`config.mk`:
```
export PLATFORM = sky130hd
export DESIGN_NAME = bta_mem_port
export DESIGN_NICKNAME = d
export VERILOG_FILES = /design/src/bta_pkg.sv /design/src/bta_mem_port.sv
export SDC_FILE = /design/constraint.sdc
export NUM_CORES = 1
export LEC_CHECK = 0
export BUFFER_PORTS_ARGS = -buffer_cell sky130_fd_sc_hd__buf_2
export CAP_MARGIN = 30
export CORE_MARGIN = 3
export CORE_UTILIZATION = 55
export DETAILED_ROUTE_END_ITERATION = 8
export PLACE_DENSITY = 0.91
export SLEW_MARGIN = 5
export SYNTH_ARGS = -nofsm -noshare
export SYNTH_HDL_FRONTEND = slang
export SYNTH_SLANG_ARGS = --single-unit
```
`constraint.sdc`:
```
create_clock -name clk -period 6.5 [get_ports clk]
set_input_delay 0 -clock clk [delete_from_list [all_inputs] [get_ports clk]]
set_output_delay 0 -clock clk [all_outputs]
set_load 0.01 [all_outputs]
```
`src/bta_pkg.sv`:
```
// Shared types and constants of the boundary-tag heap allocator.
// No dependencies; imported by every module of the block but bta_ram.
`timescale 1ns / 1ps
package bta_pkg;

	localparam int ARENA_BYTES_DEF = 4096;
	localparam int TAG_BYTES       = 4;
	localparam int LINK_BYTES      = 8;
	localparam int MIN_REQ         = 2 * (TAG_BYTES + LINK_BYTES);
	localparam int SPLIT_SLACK     = 4 * TAG_BYTES + 2 * LINK_BYTES;
	localparam int LEFT_OFS        = TAG_BYTES;
	localparam int RIGHT_OFS       = TAG_BYTES + LINK_BYTES;
	localparam int REQ_W           = 13;
	localparam int PTR_W           = 12;
	localparam int TAG_W           = 32;

	typedef enum logic [1:0] {
		CMD_INIT  = 2'd0,
		CMD_ALLOC = 2'd1,
		CMD_FREE  = 2'd2,
		CMD_NOP   = 2'd3
	} cmd_t;

	typedef enum logic [1:0] {
		ACC_RD_TAG,
		ACC_RD_LINK,
		ACC_WR_TAG,
		ACC_WR_LINK
	} acc_op_t;

	typedef struct packed {
		logic    valid;
		acc_op_t op;
	} acc_req_t;

	typedef struct packed {
		logic valid;
		logic status;
	} fin_t;

	typedef enum logic [5:0] {
		ST_IDLE,
		ST_I0, ST_I1, ST_I2, ST_I3,
		ST_A_TAG, ST_A_CHK, ST_A_NEXT, ST_A_TEST,
		ST_A_S0, ST_A_S1, ST_A_S2, ST_A_S3, ST_A_UDONE,
		ST_U_TAG, ST_U_LP, ST_U_RP, ST_U_L1, ST_U_W1, ST_U_L2, ST_U_W2,
		ST_U_L3, ST_U_NT, ST_U_WR, ST_U_WB,
		ST_J_RS, ST_J_LT, ST_J_W0, ST_J_W1,
		ST_F_TAG, ST_F_E0, ST_F_E1, ST_F_E2, ST_F_E3,
		ST_F_R0, ST_F_R1, ST_F_W0, ST_F_R2, ST_F_W1, ST_F_W2, ST_F_W3,
		ST_F_T, ST_F_W4, ST_F_W5, ST_F_LT, ST_F_LM, ST_F_CUR, ST_F_NT,
		ST_FIN
	} state_t;

endpackage

```
`src/bta_mem_port.sv`:
```
// Byte-serial access unit: turns tag and link reads/writes into byte RAM accesses.
// Depends on bta_pkg; drives one bta_ram.
`timescale 1ns / 1ps
module bta_mem_port import bta_pkg::*; #(
	parameter int ARENA_BYTES = ARENA_BYTES_DEF,
	localparam int AW = $clog2(ARENA_BYTES)
) (
	input  logic             clk,
	input  logic             arst_n,
	input  acc_req_t         req,
	input  logic [AW-1:0]    addr,
	input  logic [TAG_W-1:0] wdata,
	output logic             done,
	output logic [TAG_W-1:0] rdata,
	output logic             ram_we,
	output logic [AW-1:0]    ram_waddr,
	output logic [7:0]       ram_wdata,
	output logic [AW-1:0]    ram_raddr,
	input  logic [7:0]       ram_rdata
);

	logic             busy_q;
	logic             done_q;
	logic [3:0]       cnt_q;
	acc_op_t          op_q;
	logic [AW-1:0]    base_q;
	logic [TAG_W-1:0] data_q;
	logic [TAG_W-1:0] rdata_q;
	logic [3:0]       nbytes;
	logic             is_wr;
	logic             last;
	logic [1:0]       cap_idx;

	always_comb begin
		unique case (op_q)
			ACC_RD_TAG:  nbytes = 4'(TAG_BYTES);
			ACC_RD_LINK: nbytes = 4'd2; // link values fit in the low two bytes
			ACC_WR_TAG:  nbytes = 4'(TAG_BYTES);
			ACC_WR_LINK: nbytes = 4'(LINK_BYTES);
			default:     nbytes = 4'(TAG_BYTES);
		endcase
	end

	assign is_wr   = (op_q == ACC_WR_TAG) || (op_q == ACC_WR_LINK);
	assign last    = is_wr ? (cnt_q == nbytes - 4'd1) : (cnt_q == nbytes);
	assign cap_idx = 2'(cnt_q - 4'd1);

	assign ram_we    = busy_q && is_wr;
	assign ram_waddr = base_q + AW'(cnt_q);
	assign ram_raddr = base_q + AW'(cnt_q);
	assign ram_wdata = (cnt_q[3:2] == 2'd0) ? data_q[{cnt_q[1:0], 3'b000} +: 8] : 8'd0;

	assign done  = done_q;
	assign rdata = rdata_q;

	always_ff @(posedge clk or negedge arst_n) begin
		if (!arst_n) begin
			busy_q <= 1'b0;
			done_q <= 1'b0;
			cnt_q  <= 4'd0;
		end else begin
			done_q <= busy_q && last;
			if (req.valid && !busy_q) begin
				busy_q <= 1'b1;
				cnt_q  <= 4'd0;
			end else if (busy_q) begin
				if (last) begin
					busy_q <= 1'b0;
				end else begin
					cnt_q <= cnt_q + 4'd1;
				end
			end
		end
	end

	always_ff @(posedge clk) begin
		if (req.valid && !busy_q) begin
			op_q    <= req.op;
			base_q  <= addr;
			data_q  <= wdata;
			rdata_q <= '0;
		end else if (busy_q && !is_wr && cnt_q != 4'd0) begin
			// read data arrives in the cycle after its address
			rdata_q[{cap_idx, 3'b000} +: 8] <= ram_rdata;
		end
	end

endmodule

```
==> flow_metrics.env <==
export IMPL_remaining_drc_errors=0
export IMPL_ir_drop_uv=249
export IMPL_p_leak_nw=2.21
export IMPL_wirelength_um=11600
export IMPL_num_io_pins=123
export IMPL_critPathRequiredTime_ns=6.50
export IMPL_setup_tns_ns=0
export IMPL_grt_start_max_net_pins=47
export IMPL_syn_num_nets=402
export IMPL_mostFrequentLayoutCells="buf_2, dlygate4sd3_1, nand2_1, edfxtp_1, a21oi_1"
export IMPL_r2r_start="cnt_q[0]"
export IMPL_start_util_pct=58.8
export IMPL_fin_crit_ns=3.16
export IMPL_gr_max_usage_layer="met2"
export IMPL_worst_pin_slew_ns=0.880
export IMPL_timing_fmax_ghz=0.316
export IMPL_setup_viol=0
export IMPL_finalMaxSlewViolations=0
export IMPL_die_y_um=89.8
export IMPL_worst_r2r_endpoint="rdata[31]"
export IMPL_synth_cells=329
export IMPL_vias_per_cell=5.61
export IMPL_r2r_cells=6
export IMPL_h_tree_depth=3
export IMPL_die_x_um=89.8
export IMPL_setup_ws_ns=3.34
export IMPL_worstSetupPathType="reg -> out"
export IMPL_skew_ns=0.00763
export IMPL_final_min_period_over_clock_period_pct=48.6
export IMPL_layout_commonest_cell="buf_2"
export IMPL_worst_slew_margin_rel_pct=41.4
export IMPL_cp_arrival_ns=3.16
export IMPL_drive_gt1_share_pct=31.5
export IMPL_dp_slack_ns=3.82
export IMPL_cts_sinks=84
export IMPL_grtUsageMet3_pct=7.76
export IMPL_cp_slowest_cell="dfrtp_1"
export IMPL_maxCapViolCount=0
export IMPL_hpwl_um=6110
export IMPL_yosysWarnings=0
export IMPL_worstPathCellList="ha_1, inv_1, fa_1, nor2b_1, o21ai_0, a21oi_1, xor2_1, buf_2"
export IMPL_num_vias=3314
export IMPL_status="finished, final reports clean"
export IMPL_final_nets=566
export IMPL_fp_row_count=29
export IMPL_first_iter_violations=269
export IMPL_syn_to_final_growth_pct=35.9
export IMPL_antenna_left=0
export IMPL_cpPeakStageDelay_ns=0.92
export IMPL_synth_area_per_cell_um2=11.7
export IMPL_post_cts_resize_count=0
export IMPL_grt_use_met2_pct=51.8
export IMPL_rsz0062_at_grt="no"
export IMPL_root_buffer="clkbuf_8"
export IMPL_coreArea_mm2=0.00657
export IMPL_grt_met1_usage_pct=30.3
export IMPL_grt_pass1_vias=3361
export IMPL_num_antenna_cells=0
export IMPL_track_usage_pct=29.0
export IMPL_drt_pass1_iter_count=5
export IMPL_numCtsBuffers=9
export IMPL_ys_types=39
export IMPL_holdWs_ns=0.0181
export IMPL_clk_latency_ns=0.37
export IMPL_clockBufferDepth=2
export IMPL_p_total_mw=2.15
export IMPL_gp_congestion=0.867
export IMPL_avgRoutedWirePerCell_um=19.6
export IMPL_end_kind="output pin"
export IMPL_die_area_mm2=0.00806
export IMPL_cp_max_fo=21
export IMPL_p_per_area_mw_per_mm2=410
export IMPL_fin_util_pct=79.8
export IMPL_min_path_type="in -> async"
export IMPL_post_cts_setup_buffers=0
export IMPL_synth_area_mm2=0.00386
export IMPL_rrSetupSlack_ns=3.68
export IMPL_ys_seq_area_share_pct=56.3
export IMPL_ys_seq_elements=84
export IMPL_hold_viol=0
export IMPL_grt_pass1_wl_um=17900
export IMPL_cts_tree="yes"
export IMPL_clk_pin_slew_ns=0.09
export IMPL_start_kind="register"
export IMPL_overflow=0
export IMPL_antenna_found_initial=0
export IMPL_portBuffers=122
where the power goes:
| group | switching (mW) | internal (mW) | leakage, nW |
|---|---|---|---|
| sequential | 0.118 | 0.684 | 0.755 |
| clock | 0.204 | 0.258 | 0.116 |
| combinational | 0.516 | 0.369 | 1.34 |
| total | 0.839 | 1.31 | 2.21 |
metrics by stage:
| stage | instance area, um2 | std cells |
|---|---|---|
| finish | 5240 | 591 |
| global route | 5240 | 591 |
| CTS | 5240 | 591 |
| detailed placement | 4440 | 519 |
| global placement | 4440 | 519 |
| floorplan | 3860 | 329 |
what timing repair did:
item	CTS	global route
hold buffers	56	0
endpoints found under the hold margin	61	0
setup endpoints to repair	0	0
layout make-up:
type,count,area [um2]
fillers,350,1320
clock inverters,7,123
flip-flops and latches,84,2170
repair buffers,179,1180
well taps,93,116
clock buffers,9,124
inverters,11,41.3
multi-input cells,208,1490
cells by family (layout without fill, tap and decap cells):
family                   Yosys count  in the layout  synth area share, %
XOR/XNOR                          11             11                 2.89
AND/OR/NAND/NOR                  120            120                 17.0
multiplexers                      11             11                 5.64
flip-flops                        84             84                 56.3
AO/OA/AOI/OAI                     50             50                 7.72
adder cells (fa/ha/maj)           16             16                 5.38
buffers and inverters             37            206                 5.12
state kept, by name, summed over array words and instances (netlist names):
signal / flops
busy_q: 1
op_q: 2
done: 1
cnt_q: 4
data_q: 32
rdata: 32
base_q: 12
per-layer routing:
layer	routed length (um)	part of all wire, %
met1	3970	34
met5	0	0
met3	934	8.1
met4	567	4.9
met2	6100	53
worst max path at each step:
stage,endpoint,start
floorplan,base_q[0],busy_q
finish,ram_raddr[10],cnt_q[0]
CTS,ram_raddr[10],cnt_q[0]
global route,ram_raddr[10],cnt_q[0]
detailed placement,rdata[21],cnt_q[0]
global placement,rdata[24],cnt_q[0]
Yosys cell counts (all sizes together):
library cell   n  area (um2)
or3           25         161
and3           2        12.5
and4           1        8.76
o211ai         7        52.6
a21o           1        7.51
a21oi         36         180
nor2b         10        62.6
o21a           1        7.51
or2            3        18.8
clkbuf         5        18.8
xor2           6        52.6
ha            15         188
nand3         10        50.1
or3b           1        8.76
buf           21         138
nand4          5        50.1
mux4           8         188
nand2b        12        82.6
inv           11        41.3
xor3           1        23.8
o31ai          1        7.51
edfxtp        46        1380
dfxtp         32         641
a2111oi        1        27.5
and2           2        12.5
fa             1        20.0
nor2           1        6.26
nand2         48         180
dfrtp          6         150
mux2i          3        30.0
o21ai          3        15.0
xnor2          4        35.0
worst max-delay path: cells and delay by family, from the launching register on:
kind / cells / cell delay (ns)
compound gates: 2 / 0.51
simple gates: 1 / 0.12
fa+ha+maj: 2 / 0.71
xor+xnor: 1 / 0.27
flops: 1 / 0.92
buf+inv: 2 / 0.26
Power figures use the tool's default switching activity.
